--- src/sv/psa_pkg.sv ---
package psa_pkg;

  // Sizing of the allocator
  localparam int PAGE_BYTES          = 4096;
  localparam int MAX_PAGES           = 16;
  localparam int CURSOR_DEPTH        = 32;
  localparam int CURSOR_RECORD_BYTES = 32;
  localparam int CURSOR_ALIGN_LOG2   = 3;

  // Word field widths
  localparam int CMD_W      = 3;
  localparam int SIZE_W     = 20;
  localparam int ALOG_W     = 4;
  localparam int CIDX_W     = 5;
  localparam int STATUS_W   = 2;
  localparam int PAGE_OUT_W = 4;
  localparam int OFFSET_W   = 12;
  localparam int LIVE_W     = 6;
  localparam int BIG_W      = 16;

  // Internal widths
  localparam int OFF_W  = $clog2(PAGE_BYTES + 1);
  localparam int PG_W   = (MAX_PAGES > 1) ? $clog2(MAX_PAGES) : 1;
  localparam int PCNT_W = $clog2(MAX_PAGES + 1);
  localparam int IDX_W  = $clog2(CURSOR_DEPTH);
  localparam int CNT_W  = $clog2(CURSOR_DEPTH + 1);
  // tail + alignment mask (up to 15 bits) + size, with headroom for the carries
  localparam int SUM_W  = ((OFF_W > 16) ? OFF_W : 16) + 2;
  localparam int MARK_W = PG_W + OFF_W;

  typedef enum logic [CMD_W-1:0] {
    CMD_ALLOC   = 3'd0,
    CMD_FREE    = 3'd1,
    CMD_MARK    = 3'd2,
    CMD_RESTORE = 3'd3,
    CMD_RESET   = 3'd4
  } cmd_t;

  typedef enum logic [STATUS_W-1:0] {
    ST_OK         = 2'd0,
    ST_DFREE      = 2'd1,
    ST_NO_PAGE    = 2'd2,
    ST_STACK_FULL = 2'd3
  } status_t;

  typedef enum logic [1:0] {
    S_IDLE,
    S_EXEC,
    S_POP
  } state_t;

  // controller -> datapath
  typedef struct packed {
    logic load;
    logic exec;
    logic pop;
  } ctl_cmd_t;

  // datapath -> controller
  typedef struct packed {
    logic out_free;
    logic need_pop;
  } dp_stat_t;

endpackage

--- src/sv/psa_chan_if.sv ---
interface psa_req_if import psa_pkg::*; ();
  logic                valid;
  logic                ready;
  logic [CMD_W-1:0]    cmd;
  logic [SIZE_W-1:0]   size;
  logic [ALOG_W-1:0]   align_log2;
  logic [CIDX_W-1:0]   cursor_index;
  logic                cursor_present;

  modport source (output valid, cmd, size, align_log2, cursor_index, cursor_present,
                  input ready);
  modport sink   (input valid, cmd, size, align_log2, cursor_index, cursor_present,
                  output ready);
endinterface

interface psa_rsp_if import psa_pkg::*; ();
  logic                  valid;
  logic                  ready;
  logic [STATUS_W-1:0]   status;
  logic                  oversized;
  logic [PAGE_OUT_W-1:0] page_index;
  logic [OFFSET_W-1:0]   offset;
  logic [CIDX_W-1:0]     cursor_index_out;
  logic [LIVE_W-1:0]     live_cursors;

  modport source (output valid, status, oversized, page_index, offset, cursor_index_out,
                  live_cursors, input ready);
  modport sink   (input valid, status, oversized, page_index, offset, cursor_index_out,
                  live_cursors, output ready);
endinterface

--- src/sv/psa_ram.sv ---
module psa_ram #(
  parameter int WIDTH = 8,
  parameter int DEPTH = 32
) (
  input  logic                     clk,
  input  logic                     we,
  input  logic [$clog2(DEPTH)-1:0] waddr,
  input  logic [WIDTH-1:0]         wdata,
  input  logic [$clog2(DEPTH)-1:0] raddr,
  output logic [WIDTH-1:0]         rdata
);

  logic [WIDTH-1:0] mem [DEPTH];

  // one write port, one registered read port
  always_ff @(posedge clk) begin
    if (we) begin
      mem[waddr] <= wdata;
    end
    rdata <= mem[raddr];
  end

endmodule

--- src/sv/psa_ctrl.sv ---
module psa_ctrl import psa_pkg::*; (
  input  logic     clk,
  input  logic     rst,
  input  logic     req_valid,
  output logic     req_ready,
  input  dp_stat_t stat,
  output ctl_cmd_t ctl
);

  state_t state, state_next;

  always_ff @(posedge clk) begin
    if (rst) begin
      state <= S_IDLE;
    end else begin
      state <= state_next;
    end
  end

  // next state and datapath commands
  always_comb begin
    state_next = state;
    req_ready  = 1'b0;
    ctl        = '0;
    case (state)
      S_IDLE: begin
        req_ready = 1'b1;
        if (req_valid) begin
          ctl.load   = 1'b1;
          state_next = S_EXEC;
        end
      end
      S_EXEC: begin
        // wait for room in the result register
        if (stat.out_free) begin
          ctl.exec   = 1'b1;
          state_next = stat.need_pop ? S_POP : S_IDLE;
        end
      end
      S_POP: begin
        ctl.pop    = 1'b1;
        state_next = S_IDLE;
      end
      default: begin
        state_next = S_IDLE;
      end
    endcase
  end

endmodule

--- src/sv/psa_datapath.sv ---
module psa_datapath import psa_pkg::*; (
  input  logic                  clk,
  input  logic                  rst,
  input  ctl_cmd_t              ctl,
  output dp_stat_t              stat,
  input  logic [CMD_W-1:0]      req_cmd,
  input  logic [SIZE_W-1:0]     req_size,
  input  logic [ALOG_W-1:0]     req_align_log2,
  input  logic [CIDX_W-1:0]     req_cursor_index,
  input  logic                  req_cursor_present,
  output logic                  rsp_valid,
  input  logic                  rsp_ready,
  output logic [STATUS_W-1:0]   rsp_status,
  output logic                  rsp_oversized,
  output logic [PAGE_OUT_W-1:0] rsp_page_index,
  output logic [OFFSET_W-1:0]   rsp_offset,
  output logic [CIDX_W-1:0]     rsp_cursor_index_out,
  output logic [LIVE_W-1:0]     rsp_live_cursors
);

  localparam int CMPW = ((CNT_W > CIDX_W) ? CNT_W : CIDX_W) + 1;
  localparam int PGW1 = PCNT_W + 1;

  // latched request word
  logic [CMD_W-1:0]  cmd_r;
  logic [SIZE_W-1:0] size_r;
  logic [ALOG_W-1:0] alog_r;
  logic [CIDX_W-1:0] cidx_r;
  logic              present_r;

  // allocator state
  logic [PG_W-1:0]         tail_pg, tail_pg_next;
  logic [OFF_W-1:0]        tail_offset, tail_offset_next;
  logic [PCNT_W-1:0]       pages_made, pages_made_next;
  logic [CNT_W-1:0]        mark_depth, mark_depth_next;
  logic [CNT_W-1:0]        live_count, live_count_next;
  logic [BIG_W-1:0]        big_count, big_count_next;
  logic [CURSOR_DEPTH-1:0] mark_freed;

  // placement
  logic              first_page;
  logic [PG_W-1:0]   cur_page, new_page;
  logic [OFF_W-1:0]  cur_off, new_off, pl_size;
  logic [PCNT_W-1:0] pages_eff, new_pages;
  logic [ALOG_W-1:0] pl_alog;
  logic [SUM_W-1:0]  align_mask, start, nxt, place_start;
  logic              fits, reuse, grow, place_ok, do_place;

  // cursor stack
  logic              is_mark, oversized, stack_full, stale, is_top;
  logic [IDX_W-1:0]  mark_idx, cidx_i, pop_k;
  logic              mark_wr, freed_set, need_pop;
  logic [MARK_W-1:0] rd_data;
  logic [PG_W-1:0]   rd_page;
  logic [OFF_W-1:0]  rd_off;

  // result word
  logic [STATUS_W-1:0]   res_status;
  logic                  res_big;
  logic [PAGE_OUT_W-1:0] res_page;
  logic [OFFSET_W-1:0]   res_off;
  logic [CIDX_W-1:0]     res_cout;

  // saved tail per cursor
  psa_ram #(
    .WIDTH (MARK_W),
    .DEPTH (CURSOR_DEPTH)
  ) u_mark_ram (
    .clk   (clk),
    .we    (ctl.exec && mark_wr),
    .waddr (mark_idx),
    .wdata ({cur_page, cur_off}),
    .raddr (pop_k),
    .rdata (rd_data)
  );

  assign rd_page = rd_data[MARK_W-1:OFF_W];
  assign rd_off  = rd_data[OFF_W-1:0];

  // first use of the allocator creates page 0
  assign first_page = (pages_made == '0);
  assign cur_page   = first_page ? '0 : tail_pg;
  assign cur_off    = first_page ? '0 : tail_offset;
  assign pages_eff  = first_page ? PCNT_W'(1) : pages_made;

  assign is_mark    = (cmd_r == CMD_MARK);
  assign oversized  = (size_r > SIZE_W'(PAGE_BYTES));
  assign pl_size    = is_mark ? OFF_W'(CURSOR_RECORD_BYTES) : size_r[OFF_W-1:0];
  assign pl_alog    = is_mark ? ALOG_W'(CURSOR_ALIGN_LOG2) : alog_r;

  // round the tail up to the alignment, then try to fit the block
  assign align_mask = (SUM_W'(1) << pl_alog) - SUM_W'(1);
  assign start      = (SUM_W'(cur_off) + align_mask) & ~align_mask;
  assign nxt        = start + SUM_W'(pl_size);
  assign fits       = (nxt <= SUM_W'(PAGE_BYTES));
  assign reuse      = ((PGW1'(cur_page) + PGW1'(1)) < PGW1'(pages_eff));
  assign grow       = (pages_eff < PCNT_W'(MAX_PAGES));
  assign place_ok   = fits || reuse || grow;
  assign new_page   = fits ? cur_page : cur_page + PG_W'(1);
  assign new_off    = fits ? nxt[OFF_W-1:0] : pl_size;
  assign new_pages  = (!fits && !reuse) ? pages_eff + PCNT_W'(1) : pages_eff;
  assign place_start = fits ? start : '0;

  // cursor stack checks
  assign mark_idx   = mark_depth[IDX_W-1:0];
  assign cidx_i     = IDX_W'(cidx_r);
  assign stack_full = (mark_depth >= CNT_W'(CURSOR_DEPTH));
  assign stale      = (CMPW'(cidx_r) >= CMPW'(mark_depth)) || mark_freed[cidx_i];
  assign is_top     = ((CMPW'(cidx_r) + CMPW'(1)) == CMPW'(mark_depth));

  // new depth after a pop: one above the highest live cursor below the restored one
  always_comb begin
    pop_k = '0;
    for (int j = 0; j < CURSOR_DEPTH; j++) begin
      if ((IDX_W'(j) < cidx_i) && !mark_freed[j]) begin
        pop_k = IDX_W'(j + 1);
      end
    end
  end

  // command execution
  always_comb begin
    tail_pg_next     = tail_pg;
    tail_offset_next = tail_offset;
    pages_made_next  = pages_made;
    mark_depth_next  = mark_depth;
    live_count_next  = live_count;
    big_count_next   = big_count;
    do_place         = 1'b0;
    mark_wr          = 1'b0;
    freed_set        = 1'b0;
    need_pop         = 1'b0;
    res_status       = ST_OK;
    res_big          = 1'b0;
    res_page         = '0;
    res_off          = '0;
    res_cout         = '0;
    case (cmd_r)
      CMD_ALLOC: begin
        if (oversized) begin
          res_big = 1'b1;
          if (big_count != '1) begin
            big_count_next = big_count + BIG_W'(1);
          end
        end else begin
          do_place = 1'b1;
          if (place_ok) begin
            res_page = PAGE_OUT_W'(new_page);
            res_off  = place_start[OFFSET_W-1:0];
          end else begin
            res_status = ST_NO_PAGE;
          end
        end
      end
      CMD_FREE: begin
        if (oversized) begin
          res_big = 1'b1;
          if (big_count == '0) begin
            res_status = ST_DFREE;
          end else begin
            big_count_next = big_count - BIG_W'(1);
          end
        end
      end
      CMD_MARK: begin
        if (stack_full) begin
          res_status = ST_STACK_FULL;
        end else begin
          do_place = 1'b1;
          if (place_ok) begin
            mark_wr         = 1'b1;
            res_cout        = CIDX_W'(mark_depth);
            mark_depth_next = mark_depth + CNT_W'(1);
            live_count_next = live_count + CNT_W'(1);
          end else begin
            res_status = ST_NO_PAGE;
          end
        end
      end
      CMD_RESTORE: begin
        if (present_r) begin
          if (stale) begin
            res_status = ST_DFREE;
          end else begin
            freed_set = 1'b1;
            if (live_count != '0) begin
              live_count_next = live_count - CNT_W'(1);
            end
            if (is_top) begin
              need_pop        = 1'b1;
              mark_depth_next = CNT_W'(pop_k);
            end
          end
        end
      end
      CMD_RESET: begin
        tail_pg_next     = '0;
        tail_offset_next = '0;
        mark_depth_next  = '0;
        live_count_next  = '0;
      end
      default: begin
      end
    endcase

    // a failed placement still keeps the first page it created
    if (do_place) begin
      tail_pg_next     = place_ok ? new_page : cur_page;
      tail_offset_next = place_ok ? new_off : cur_off;
      pages_made_next  = place_ok ? new_pages : pages_eff;
    end
  end

  assign stat.out_free = !rsp_valid || rsp_ready;
  assign stat.need_pop = need_pop;

  // control state
  always_ff @(posedge clk) begin
    if (rst) begin
      tail_pg     <= '0;
      tail_offset <= '0;
      pages_made  <= '0;
      mark_depth  <= '0;
      live_count  <= '0;
      big_count   <= '0;
      rsp_valid   <= 1'b0;
    end else begin
      if (ctl.exec) begin
        tail_pg     <= tail_pg_next;
        tail_offset <= tail_offset_next;
        pages_made  <= pages_made_next;
        mark_depth  <= mark_depth_next;
        live_count  <= live_count_next;
        big_count   <= big_count_next;
        rsp_valid   <= 1'b1;
      end else if (rsp_ready) begin
        rsp_valid   <= 1'b0;
      end
      // rewind to the saved tail read from the mark store
      if (ctl.pop) begin
        tail_pg     <= rd_page;
        tail_offset <= rd_off;
      end
    end
  end

  // payload registers
  always_ff @(posedge clk) begin
    if (ctl.load) begin
      cmd_r     <= req_cmd;
      size_r    <= req_size;
      alog_r    <= req_align_log2;
      cidx_r    <= req_cursor_index;
      present_r <= req_cursor_present;
    end
    if (ctl.exec) begin
      if (mark_wr) begin
        mark_freed[mark_idx] <= 1'b0;
      end
      if (freed_set) begin
        mark_freed[cidx_i] <= 1'b1;
      end
      rsp_status           <= res_status;
      rsp_oversized        <= res_big;
      rsp_page_index       <= res_page;
      rsp_offset           <= res_off;
      rsp_cursor_index_out <= res_cout;
      rsp_live_cursors     <= LIVE_W'(live_count_next);
    end
  end

endmodule

--- src/sv/paged_stack_allocator_with_cursors.sv ---
// A word is latched into the payload registers in the idle state; the execute state
// then writes its result into the result register once that register is free. A
// restore that pops cursors adds a pop state, which takes the registered read of the
// saved tail from the mark RAM. One word is in flight at a time; the result register lets the next word in
// while a result waits. Reset (rst, synchronous) clears the tail, page count,
// cursor depth and counters; the mark RAM is not cleared and needs no sweep.
module paged_stack_allocator_with_cursors import psa_pkg::*; (
  input  logic      clk,
  input  logic      rst,
  psa_req_if.sink   req,
  psa_rsp_if.source rsp
);

  ctl_cmd_t ctl;
  dp_stat_t stat;

  psa_ctrl u_ctrl (
    .clk       (clk),
    .rst       (rst),
    .req_valid (req.valid),
    .req_ready (req.ready),
    .stat      (stat),
    .ctl       (ctl)
  );

  psa_datapath u_dp (
    .clk                  (clk),
    .rst                  (rst),
    .ctl                  (ctl),
    .stat                 (stat),
    .req_cmd              (req.cmd),
    .req_size             (req.size),
    .req_align_log2       (req.align_log2),
    .req_cursor_index     (req.cursor_index),
    .req_cursor_present   (req.cursor_present),
    .rsp_valid            (rsp.valid),
    .rsp_ready            (rsp.ready),
    .rsp_status           (rsp.status),
    .rsp_oversized        (rsp.oversized),
    .rsp_page_index       (rsp.page_index),
    .rsp_offset           (rsp.offset),
    .rsp_cursor_index_out (rsp.cursor_index_out),
    .rsp_live_cursors     (rsp.live_cursors)
  );

endmodule

--- src/flat_wrapper.sv ---
// flat-port wrapper written by rule: the top's interface ports become plain ports
module paged_stack_allocator_with_cursors_flat import psa_pkg::*;
  (clk, rst, req_valid, req_cmd, req_size, req_align_log2, req_cursor_index, req_cursor_present, req_ready, rsp_valid, rsp_status, rsp_oversized, rsp_page_index, rsp_offset, rsp_cursor_index_out, rsp_live_cursors, rsp_ready);
  psa_req_if req_i ();
  psa_rsp_if rsp_i ();
  input  logic clk;
  input  logic rst;
  input wire logic [$bits(req_i.valid)-1:0] req_valid;
  input wire logic [$bits(req_i.cmd)-1:0] req_cmd;
  input wire logic [$bits(req_i.size)-1:0] req_size;
  input wire logic [$bits(req_i.align_log2)-1:0] req_align_log2;
  input wire logic [$bits(req_i.cursor_index)-1:0] req_cursor_index;
  input wire logic [$bits(req_i.cursor_present)-1:0] req_cursor_present;
  output wire logic [$bits(req_i.ready)-1:0] req_ready;
  output wire logic [$bits(rsp_i.valid)-1:0] rsp_valid;
  output wire logic [$bits(rsp_i.status)-1:0] rsp_status;
  output wire logic [$bits(rsp_i.oversized)-1:0] rsp_oversized;
  output wire logic [$bits(rsp_i.page_index)-1:0] rsp_page_index;
  output wire logic [$bits(rsp_i.offset)-1:0] rsp_offset;
  output wire logic [$bits(rsp_i.cursor_index_out)-1:0] rsp_cursor_index_out;
  output wire logic [$bits(rsp_i.live_cursors)-1:0] rsp_live_cursors;
  input wire logic [$bits(rsp_i.ready)-1:0] rsp_ready;
  assign req_i.valid = req_valid;
  assign req_i.cmd = req_cmd;
  assign req_i.size = req_size;
  assign req_i.align_log2 = req_align_log2;
  assign req_i.cursor_index = req_cursor_index;
  assign req_i.cursor_present = req_cursor_present;
  assign req_ready = req_i.ready;
  assign rsp_valid = rsp_i.valid;
  assign rsp_status = rsp_i.status;
  assign rsp_oversized = rsp_i.oversized;
  assign rsp_page_index = rsp_i.page_index;
  assign rsp_offset = rsp_i.offset;
  assign rsp_cursor_index_out = rsp_i.cursor_index_out;
  assign rsp_live_cursors = rsp_i.live_cursors;
  assign rsp_i.ready = rsp_ready;
  paged_stack_allocator_with_cursors u_core (.clk(clk), .rst(rst), .req(req_i), .rsp(rsp_i));
endmodule
--- config.mk ---
export PLATFORM = sky130hd
export DESIGN_NAME = paged_stack_allocator_with_cursors_flat
export DESIGN_NICKNAME = d
export VERILOG_FILES = /design/src/sv/psa_pkg.sv /design/src/sv/psa_chan_if.sv /design/src/sv/psa_ram.sv /design/src/sv/psa_ctrl.sv /design/src/sv/psa_datapath.sv /design/src/sv/paged_stack_allocator_with_cursors.sv /design/src/flat_wrapper.sv
export SDC_FILE = /design/constraint.sdc
export NUM_CORES = 1
export LEC_CHECK = 0
export BUFFER_PORTS_ARGS = -buffer_cell sky130_fd_sc_hd__buf_2
export CAP_MARGIN = 20
export CORE_UTILIZATION = 55
export DETAILED_ROUTE_END_ITERATION = 12
export PLACE_DENSITY = 0.75
export SLEW_MARGIN = 5
export SYNTH_ARGS = -nofsm -noshare
export SYNTH_HDL_FRONTEND = slang
export SYNTH_SLANG_ARGS = --single-unit
--- constraint.sdc ---
create_clock -name clk -period 7.24 [get_ports clk]
set_input_delay 1.448 -clock clk [delete_from_list [all_inputs] [get_ports clk]]
set_output_delay 1.448 -clock clk [all_outputs]
set_load 0.05 [all_outputs]
After elaboration in Yosys (flattened, before gate mapping)
Memories as Yosys holds them, arrays and structs flattened. A register that Yosys moved wholly into a read port is not among the register bits. Cells that the tools add are included.

Bits in registers: 148. Bits in latches: 0. RAM bits: 544. Bits in read-only memories: 0. Input port bits: 37. Output and inout bits: 32. Word-level logic and storage cells: 311. Memories: 1.

Add/sub/neg operators: 12. Multipliers: 0. Divide/modulo/power cells: 0. Magnitude comparators: 42. Equal/unequal tests: 19. Shift operators: 1. Mux-type cells: 113. Bitwise operators: 9. Reductions and logical operators: 94.

Memory list: u_core.u_dp.u_mark_ram.mem (depth 32, bits a word 17, read ports 1, clocked after Yosys merged registers in 1, write ports 1, line psa_ram.sv:13) `logic [WIDTH-1:0] mem [DEPTH];`.

Operator list (number): two-way mux 5 bit (34); two-way mux 13 bit (8); two-way mux 32 bit (3); less-than comparator 5 bit, first input constant (16); two-way mux 16 bit (4); two-way mux 6 bit (10); less-than comparator 4 x 5 -> 1 bit, first input constant (8); logical AND 1 bit (36); one-hot mux 6 bit (3 select lines) (2); zero test 1 bit (35); bitwise AND 32 bit (1); two-way mux 4 bit (8); inverter 32 bit (1); OR 32 bit (1); one-hot mux 16 bit (2 select lines) (1); two-way mux 1 bit (31); > comparator 20 x 13 -> 1 bit, second input constant (1); less-than comparator 3 x 5 -> 1 bit, first input constant (4); inequality test 2 bit, second input constant (10); adder 13 x 18 -> 18 bit (1); adder 18 x 13 -> 18 bit (1); bitwise AND 18 bit (1); less-or-equal comparator 18 x 13 -> 1 bit, second input constant (1); inverter 18 bit (1); other kinds (47) (71).

Longest topological paths before layout
Gate-level depths: netlist of the first run.

Depth in word-level cells: 38. Mapped depth: 32.

Hierarchy
From an unflattened synthesis of the first run, not the netlist that was laid out.

Cells, all modules: 2472. Area total of the unflattened synthesis: 32796.5 sq um.

By module, submodules not included: psa_ram (instances 1, cells each 1212, area each 21737.1 sq um, sequential area each 16676.0 sq um); psa_datapath (instances 1, cells each 1250, area each 10970.5 sq um, sequential area each 3873.7 sq um); psa_ctrl (instances 1, cells each 10, area each 88.8 sq um, sequential area each 40.0 sq um).

Worst setup path before layout of the first run
Ideal clock, no wire load.

Kind: flip-flop to flip-flop. Start: reg u_core.u_dp.cmd_r[0]. End: mem u_core.u_dp.u_mark_ram.mem[31][0] in the netlist's numbering (enable). Library setup time: 0.412 ns. Arrival: 7.368 ns. Path slack: -0.541 ns. Stages on the path, launching flop included: 28. Path buffers: 6. Period minus slack after synthesis: 7.781 ns. Cell sequence: edfxtp_1 -> clkbuf_1 -> or3b_2 -> clkbuf_1 -> clkbuf_1 -> clkbuf_1 -> nand2b_1 -> ha_1 -> clkbuf_1 -> a21o_1 -> nand3_1 -> a21oi_1 -> ha_1 -> and3_1 -> a22o_1 -> a311oi_2 -> o21ai_0 -> xor2_1 -> nor2b_1 -> ha_1 -> or3_1 -> o311ai_1 -> o2111a_1 -> a22oi_4 -> o31ai_1 -> buf_2 -> nand3_1 -> nor3_1.

Cells in the longest elaborated chain, start to end: 16. Elaborated cells on any way between the ends: 18.

Ends and longest elaborated chain: start, declared (line psa_datapath.sv:25) `logic [CMD_W-1:0] cmd_r;`; start signal, assigned (line psa_datapath.sv:250) `cmd_r <= req_cmd;`; == test 3 x 2 -> 1 bit (*) (line psa_datapath.sv:86) `assign is_mark = (cmd_r == CMD_MARK);`; two-way mux 4 bit (*) (line psa_datapath.sv:89) `assign pl_alog = is_mark ? ALOG_W'(CURSOR_ALIGN_LOG2) : alog_r;`; << shifter 1 x 4 -> 18 bit (*) (line psa_datapath.sv:92) `assign align_mask = (SUM_W'(1) << pl_alog) - SUM_W'(1);`; subtractor 18 x 2 -> 18 bit (*) (line psa_datapath.sv:92); adder 13 x 18 -> 18 bit / inverter 18 bit (equally long branches) (line psa_datapath.sv:93) `assign start = (SUM_W'(cur_off) + align_mask) & ~align_mask;`; bitwise AND 18 bit (*) (line psa_datapath.sv:93); via u_core.u_dp.start[11] (line psa_datapath.sv:46) `logic [SUM_W-1:0] align_mask, start, nxt, place_start;`; adder 18 x 13 -> 18 bit (*) (line psa_datapath.sv:94) `assign nxt = start + SUM_W'(pl_size);`; less-or-equal comparator 18 x 13 -> 1 bit (*) (line psa_datapath.sv:95) `assign fits = (nxt <= SUM_W'(PAGE_BYTES));`; logical OR 1 bit (*) (2 in series) (line psa_datapath.sv:98) `assign place_ok = fits || reuse || grow;`; two-way mux 1 bit (*) (line psa_datapath.sv:170) `if (place_ok) begin`; two-way mux 1 bit (*) (line psa_datapath.sv:166) `if (stack_full) begin`; two-way mux 1 bit (*) (line psa_datapath.sv:138) `case (cmd_r)`; logical AND 1 bit (*) (line psa_datapath.sv:70) `.we (ctl.exec && mark_wr),`; two-way mux 1 bit (*) (line psa_ram.sv:17) `if (we) begin`; two-way mux 1 bit (not written as such) (*) (line psa_ram.sv:18) `mem[waddr] <= wdata;`; end, declared (line psa_ram.sv:13).

Mark *: on every way through the listed nets, which the timed path passes. The rest lies on a longest branch.

Worst setup path after layout of the first run
Start: reg u_core.u_dp.alog_r[3]. End: mem u_core.u_dp.u_mark_ram.mem[10][11] in the netlist's numbering (enable).

Cells in the longest elaborated chain, start to end: 15. Elaborated cells on any way between the ends: 16.

Ends and longest elaborated chain: start, declared (line psa_datapath.sv:27) `logic [ALOG_W-1:0] alog_r;`; start signal, assigned (line psa_datapath.sv:252) `alog_r <= req_align_log2;`; two-way mux 4 bit (*) (line psa_datapath.sv:89); << shifter 1 x 4 -> 18 bit (*) (line psa_datapath.sv:92); subtractor 18 x 2 -> 18 bit (*) (line psa_datapath.sv:92); adder 13 x 18 -> 18 bit / inverter 18 bit (equally long branches) (line psa_datapath.sv:93); bitwise AND 18 bit (*) (line psa_datapath.sv:93); via u_core.u_dp.start[11] (line psa_datapath.sv:46); adder 18 x 13 -> 18 bit (*) (line psa_datapath.sv:94); less-or-equal comparator 18 x 13 -> 1 bit (*) (line psa_datapath.sv:95); logical OR 1 bit (*) (2 in series) (line psa_datapath.sv:98); two-way mux 1 bit (*) (line psa_datapath.sv:170); two-way mux 1 bit (*) (line psa_datapath.sv:166); two-way mux 1 bit (*) (line psa_datapath.sv:138); logical AND 1 bit (*) (line psa_datapath.sv:70); two-way mux 1 bit (*) (line psa_ram.sv:17); two-way mux 1 bit (not written as such) (*) (line psa_ram.sv:18).

Marked as above.

==> run_results.csv, run 1 <==
group,metric,value,unit
status,status,"finished clean",
global_routing,track_usage,30.2,%
place,portBuffers,68,
final_layout,area_growth,12.5,%
routing,dr.pass1.iters,6,
floorplanning,die_w,244,um
routing,met2_length,41800,um
cts,path_clk_slew,0.06,ns
global_routing,antenna_found_initial,0,
timing,setup_ws,0.346,ns
place,placed_area,33700,um2
pwr,p_seq_share,47.5,%
logic_synthesis,ys.flop_type,"edfxtp_1",
cts,clkLatencyLatePin,0.64,ns
min_path,hp-start,"u_core.u_dp.u_mark_ram.rdata[12]",
logic_synthesis,synth_top_family_by_area,"simple AND/OR/NAND/NOR gates",
timing,post-route-period-util,95.2,%
pwr,p_clk_share,42.2,%
logic_synthesis,synth_seq_cells,709,
pwr,combPwrFrac,10.4,%
logic_synthesis,yosys.area_share.simple,13.5,%
timing,hold_viol,0,
routing,vias,23300,
cts,cts_made_buffers,74,
pwr,power_leakage,12.7,nW
logic_synthesis,synthXorXnorAreaFrac,1.25,%
routing,wl_per_cell,25.7,um
setup_path,timing.rr.end,"u_core.u_dp.u_mark_ram.mem[10][11]",
min_path,hold_end,"u_core.u_dp.tail_offset[12]",
setup_path,reg2reg_depth,25,
cts,cts_buffer_depth,3,
floorplanning,pin_count,69,
timing,rsz0062_at_grt,"false",
timing,fmax,145,MHz
logic_synthesis,synth.top_cell.area_share,59.4,%
setup_path,worstSetupStartpointType,"register",
final_layout,final_nets,2808,
routing,drt-vias-per-instance,6.60,
logic_synthesis,synth-edff-count,639,
global_routing,grt_max_degree,85,
pwr,peakVddDrop,0.252,mV
place,dp_hpwl,58600,um
place,gp_congestion,0.980,
floorplanning,fp.dieArea,59700,um2
routing,drtAntennaViolNets,0,
routing,highest_layer,"met4",
pwr,power_density,261,nW/um2
min_path,whs_path_depth,2,
setup_path,cp-end-kind,"register",
logic_synthesis,synth_cell_type_count,94,
routing,drt_iter0_markers,3402,
floorplanning,start_util,55.8,%
timing,setup_viol,0,
setup_path,cp.required,7.57,ns
floorplanning,row_count,88,
timing,maxSlewViolCount,0,
cts,hold_buffers,0,
setup_path,cp.arrival,7.22,ns
global_routing,grt_pass1_vias,22100,
routing,route.detailed.drc,0,
cts,root_buffer,"clkbuf_16",
global_routing,grt_pass1_wl,136000,um
floorplanning,die_height,244,um
logic_synthesis,synth_compound_area_share,12.6,%
timing,max_slew_margin,33.9,%
logic_synthesis,synth_area_leader_cell,"edfxtp_1",
pwr,internal_power,0.00717,W
logic_synthesis,synth_fa_ha_area_share,2.62,%
logic_synthesis,postSynth.asyncResetShare,0,%
final_layout,final_area,36400,um2
cts,cts_tree,"done",
cts,clkSinkCount,709,
timing,max_slew.worst_pin.slew,0.984,ns
final_layout,antennaDiodeCount,0,
place,dpl_worst_slack,0.294,ns
routing,postRouteWirelength,90800,um
timing,fin_worst_skew,0.0317,ns
pwr,swShare,24.5,%
setup_path,r2r_start,"u_core.u_dp.alog_r[3]",
logic_synthesis,synth-seq-area-share,63.7,%
logic_synthesis,yosysWarningCount,0,
final_layout,layout_commonest_cell,"edfxtp_1",
setup_path,crit_fanout,15,
floorplanning,coreArea,57900,um2
routing,m1WireLength,34800,um
logic_synthesis,muxShareOfSynthArea,3.75,%
logic_synthesis,synth_area,32300,um2
routing,wl_met3,9920,um
logic_synthesis,synth_cells,2609,
final_layout,final_cell_mix,"edfxtp_1 (639), nand2_1 (284), nor2_1 (188), nand3_1 (152), mux2i_1 (105)",
global_routing,overflow,0,
pwr,p_sw,0.00233,W
min_path,hp-class,"register to register",
logic_synthesis,yosys-top-cells-area,"edfxtp_1 (59%), dfxtp_1 (4.3%), nand2_1 (3.3%)",
final_layout,drive_gt1_share,12.0,%
timing,min_period,6.89,ns
run,maxCapViolCount,0,
setup_path,r2r_slack,0.35,ns
logic_synthesis,synth_nets,2712,
cts,cts.htree.levels,3,
logic_synthesis,avgSynthCellArea,12.4,um2
setup_path,worstSetupPathType,"register to register",
==> per-stage QoR <==
| stage | setup TNS [ns] | util [%] | std cells | total power [W] | hold slack (ns) |
|---|---|---|---|---|---|
| 6_report | 0 | 62.8 | 3528 | 0.00951 | 0.471 |
| 5_1_grt | 0 | 62.8 | 3528 | 0.00975 | 0.503 |
| 4_1_cts | 0 | 62.7 | 3525 | 0.00950 | 0.477 |
| 3_5_place_dp | 0 | 58.3 | 3391 | 0.00554 | 0.467 |
| 3_3_place_gp | 0 | 58.2 | 3390 | 0.00552 | 0.451 |
| 2_1_floorplan | -45.02 | - | 2609 | 0.00525 | 0.422 |
==> flip-flops by register name, summed over array words and instances (netlist names) <==
register / cells
u_core.u_dp.u_mark_ram.mem: 544
u_core.u_dp.rsp_valid: 1
u_core.u_dp.rsp_status: 2
u_core.u_dp.big_count: 16
u_core.u_dp.rsp_oversized: 1
u_core.u_dp.rsp_cursor_index_out: 5
u_core.u_dp.size_r: 20
u_core.u_dp.cidx_i: 5
u_core.u_dp.mark_freed: 32
u_core.u_ctrl.state: 2
u_core.u_dp.tail_offset: 13
u_core.u_dp.rsp_offset: 12
u_core.u_dp.u_mark_ram.rdata: 17
u_core.u_dp.live_count: 6
u_core.u_dp.cmd_r: 3
u_core.u_dp.alog_r: 4
u_core.u_dp.pages_made: 5
u_core.u_dp.rsp_page_index: 4
u_core.u_dp.tail_pg: 4
u_core.u_dp.mark_depth: 6
u_core.u_dp.rsp_live_cursors: 6
u_core.u_dp.present_r: 1
==> power groups by stage <==
stage	logic (W)	registers, W	clock network (W)
final	0.000987	0.00451	0.00401
after global routing	0.00104	0.00452	0.00419
after CTS	0.000952	0.00451	0.00404
after detailed placement	0.000942	0.00460	0
after global placement	0.000927	0.00459	0
after floorplan	0.000646	0.00461	0
==> final cells by class <==
type / count / area [um2]
clock buffer: 86 / 1950
clock inverter: 48 / 632
fill: 4363 / 21600
inverter: 55 / 206
multi-input combinational: 1702 / 11000
sequential: 709 / 20600
tap: 765 / 957
timing repair buffer: 163 / 1070
==> synthesized netlist by cell type, types with 19 or more instances <==
cell         n
dfxtp_1     70
and2_1      41
a31oi_1     26
mux2i_1    105
xnor2_1     28
nor4_1      38
o2111ai_1   32
nor3_1      66
o21ai_0     99
edfxtp_1   639
o221ai_1    19
nor2b_1     28
clkbuf_1    87
inv_1       53
ha_1        63
a211oi_1    31
o22ai_1     40
nand2_1    284
buf_2       34
nor2_1     189
or3_1       29
a21oi_1     76
a2bb2oi_1   49
nand3_1    152
==> how the worst max path moves through the flow <==
stage               depth (start not counted)                                 end             startpoint  slack, ns
global placement                           24          u_core.u_dp.mark_freed[12]  u_core.u_dp.alog_r[3]       0.54
detailed placement                         25   u_core.u_dp.u_mark_ram.mem[10][4]  u_core.u_dp.alog_r[3]       0.29
global route                               26  u_core.u_dp.u_mark_ram.mem[10][11]   u_core.u_dp.cmd_r[0]      0.005
floorplan                                  27    u_core.u_dp.u_mark_ram.mem[0][0]   u_core.u_dp.cmd_r[0]      -0.09
CTS                                        24          u_core.u_dp.mark_freed[23]  u_core.u_dp.alog_r[3]       0.22
finish                                     25  u_core.u_dp.u_mark_ram.mem[10][11]  u_core.u_dp.alog_r[3]       0.35
==> routing by layer <==
metal | up-vias | global-route usage (%)
met5 | - | 0
met4 | 0 | 13.6
met3 | 258 | 6.28
met2 | 1601 | 47.1
met1 | 11200 | 40.8
li1 | 10200 | -
==> logic make-up after synthesis <==
kind of cell,count (synthesis)
adders and majority gates,66
DFF,709
buffers and inverters,198
muxes,115
AOI/OAI and AO/OA,562
xor gates and xnor gates,46
and+or+nand+nor,913
==> worst max-delay path, stage by stage, from the launching register on <==
cell and delay (ns):
edfxtp_1 0.38, or4_4 0.57, nand2b_1 0.22, ha_2 0.28, nor3_1 0.23, a21o_1 0.11
nand3_1 0.09, a21oi_2 0.21, ha_1 0.30, and3_1 0.22, a22o_1 0.21, a311oi_2 0.36
o21ai_0 0.16, xor2_1 0.18, nor2b_1 0.15, ha_1 0.22, or3_1 0.45, o311ai_1 0.40
o2111a_1 0.31, a22oi_4 0.11, o31ai_1 0.28, buf_4 0.25, nand3_1 0.11, buf_4 0.23
nor2_1 0.22, buf_4 0.29
==> repair_timing <==
action | 4_1_cts | 5_1_grt
buffers inserted | 0 | 1
setup endpoints to repair | 0 | 500
gates resized for setup | 0 | 4
No activity file was read; power rests on OpenSTA's default activity.
==> inputs of run 2 (changes only) <==
==> constraint.sdc (replaced) <==
create_clock -name clk -period 5.6 [get_ports clk]
set_input_delay 1.12 -clock clk [delete_from_list [all_inputs] [get_ports clk]]
set_output_delay 1.12 -clock clk [all_outputs]
set_load 0.05 [all_outputs]
==> run 2 against run 1 <==
The flow now finishes with violations (setup timing). Count of clock-buffer cells in the layout grew 14. Sequential power grew 29%. Via count increased by 3.1%. Sequential share of layout area down 4.0 points. Global-route usage rose by 1.4 points.
==> run_results.csv, run 2 (synthesis gave the netlist of run 1 again) <==
group,metric,value,unit
status,status,"finished, violations left",
status,violations,"setup timing",
routing,drtAntennaViolNets,0,
cts,cts_tree,"done",
pwr,swShare,25.7,%
routing,postRouteWirelength,95300,um
floorplanning,coreArea,57900,um2
cts,cts.htree.levels,3,
floorplanning,die_w,244,um
routing,m1WireLength,37300,um
routing,vias,24000,
cts,path_clk_slew,0.06,ns
place,portBuffers,68,
timing,post-route-period-util,110,%
place,gp_congestion,0.965,
cts,cts_made_buffers,73,
timing,setup_viol,638,
final_layout,final_area,39100,um2
setup_path,worstSetupPathType,"register to register",
timing,hold_viol,0,
pwr,p_clk_share,38.7,%
global_routing,grt_pass1_vias,23000,
global_routing,track_usage,31.6,%
routing,drt_iter0_markers,3065,
timing,min_period,6.18,ns
pwr,power_density,310,nW/um2
final_layout,top_regs,"u_core.u_dp.u_mark_ram.mem x544, u_core.u_dp.mark_freed x32, u_core.u_dp.size_r x20",
global_routing,grt_pass1_wl,141000,um
routing,highest_layer,"met5",
setup_path,cp.required,5.94,ns
floorplanning,row_count,88,
final_layout,final_cell_mix,"edfxtp_1 (639), nand2_1 (283), buf_4 (216), nor2_1 (158), nand3_1 (142)",
global_routing,grt_max_degree,57,
routing,drt-vias-per-instance,6.45,
floorplanning,pin_count,69,
final_layout,largest_register_ffs,544,
pwr,combPwrFrac,13.2,%
final_layout,layout_commonest_cell,"edfxtp_1",
pwr,peakVddDrop,0.351,mV
global_routing,antenna_found_initial,1,
final_layout,final_nets,3001,
min_path,hp-class,"register to register",
routing,wl_met3,9440,um
final_layout,area_growth,21.1,%
routing,wl_per_cell,25.6,um
cts,clkLatencyLatePin,0.64,ns
cts,hold_buffers,0,
setup_path,cp.arrival,6.52,ns
pwr,internal_power,0.00903,W
final_layout,antennaDiodeCount,0,
setup_path,crit_fanout,17,
timing,max_slew_margin,24.1,%
cts,cts_buffer_depth,3,
pwr,power_leakage,13.9,nW
final_layout,top_register,"u_core.u_dp.u_mark_ram.mem",
setup_path,cp-end-kind,"register",
floorplanning,die_height,244,um
routing,dr.pass1.iters,6,
pwr,p_sw,0.00312,W
timing,maxSlewViolCount,0,
routing,met2_length,44200,um
setup_path,worstSetupStartpointType,"register",
timing,fin_worst_skew,0.0328,ns
timing,rsz0062_at_grt,"true",
place,dpl_worst_slack,-0.618,ns
timing,max_slew.worst_pin.slew,1.13,ns
floorplanning,start_util,55.8,%
cts,clkSinkCount,709,
final_layout,drive_gt1_share,21.5,%
cts,root_buffer,"clkbuf_16",
place,dp_hpwl,61800,um
floorplanning,fp.dieArea,59700,um2
routing,route.detailed.drc,0,
timing,fmax,162,MHz
timing,setup_ws,-0.579,ns
pwr,p_seq_share,48.1,%
place,placed_area,35700,um2
global_routing,overflow,0,
run,maxCapViolCount,0,
==> run 2: per-stage QoR <==
| stage | util [%] | setup TNS (ns) | cells | power (W) | hold WS, ns |
|---|---|---|---|---|---|
| finish | 67.6 | -317.18 | 3722 | 0.0121 | 0.488 |
| global route | 67.6 | -444.20 | 3722 | 0.0125 | 0.505 |
| CTS | 66.7 | -184.72 | 3700 | 0.0121 | 0.482 |
| detailed placement | 61.7 | -343.98 | 3520 | 0.00735 | 0.471 |
| global placement | 61.7 | -272.11 | 3520 | 0.00732 | 0.454 |
| floorplan | - | -406.91 | 2609 | 0.00683 | 0.422 |
==> run 2: worst max-delay path, cell delays in order, from the launching register on <==
cell and delay (ns):
edfxtp_1 0.40, or4_4 0.55, nand2b_4 0.17, ha_4 0.20, nor3_4 0.11, a21o_1 0.13, nand3_2 0.10, a21oi_4 0.18
ha_4 0.22, and3_4 0.17, a22o_1 0.22, a311oi_2 0.27, xnor2_1 0.10, nand2_1 0.09, inv_1 0.05, ha_2 0.17
or4_4 0.51, o2111a_2 0.32, o311ai_4 0.32, o2111a_1 0.28, a22oi_4 0.09, o31ai_4 0.29, buf_12 0.17, nand3_4 0.13
buf_12 0.23, buf_12 0.14, nor2_4 0.10, buf_12 0.17
==> run 2: power by group through the flow <==
stage	Combinational [W]	Clock [W]	Sequential, W
floorplan	0.000875	0	0.00595
global placement	0.00138	0	0.00595
detailed placement	0.00140	0	0.00595
CTS	0.00150	0.00473	0.00584
global route	0.00169	0.00495	0.00584
finish	0.00161	0.00470	0.00584
==> run 2: area by class of cell <==
cell class,instances,area (um2)
clock buffer,100,1980
clock inverter,34,324
fill,3994,18800
inverter,55,206
multi-input combinational,1702,11800
sequential,709,20600
tap,765,957
timing repair buffer,357,3250
==> run 2: metal layers <==
layer  vias to the layer above  global-route usage [%]
li1                      10600                       -
met4                         2                    12.8
met5                         -                       0
met3                       247                    5.92
met1                     11700                    43.1
met2                      1442                    49.9
==> run 2: repair_timing <==
item / in CTS / in global routing
gates cloned: 3 / 7
resized for setup: 35 / 76
setup endpoints to repair: 638 / 638
pin swaps: 20 / 42
buffers inserted: 43 / 20
==> run 2: worst paths after layout <==
check	startpoint	to	slack, ns	cells past startpoint
hold reg to reg	u_core.u_dp.tail_offset[6]	u_core.u_dp.tail_offset[6]	0.49	2
hold / removal	u_core.u_dp.tail_offset[6]	u_core.u_dp.tail_offset[6]	0.49	2
setup reg to reg	u_core.u_dp.alog_r[2]	u_core.u_dp.u_mark_ram.mem[12][11]	-0.58	27
setup / recovery	u_core.u_dp.alog_r[2]	u_core.u_dp.u_mark_ram.mem[12][11]	-0.58	27
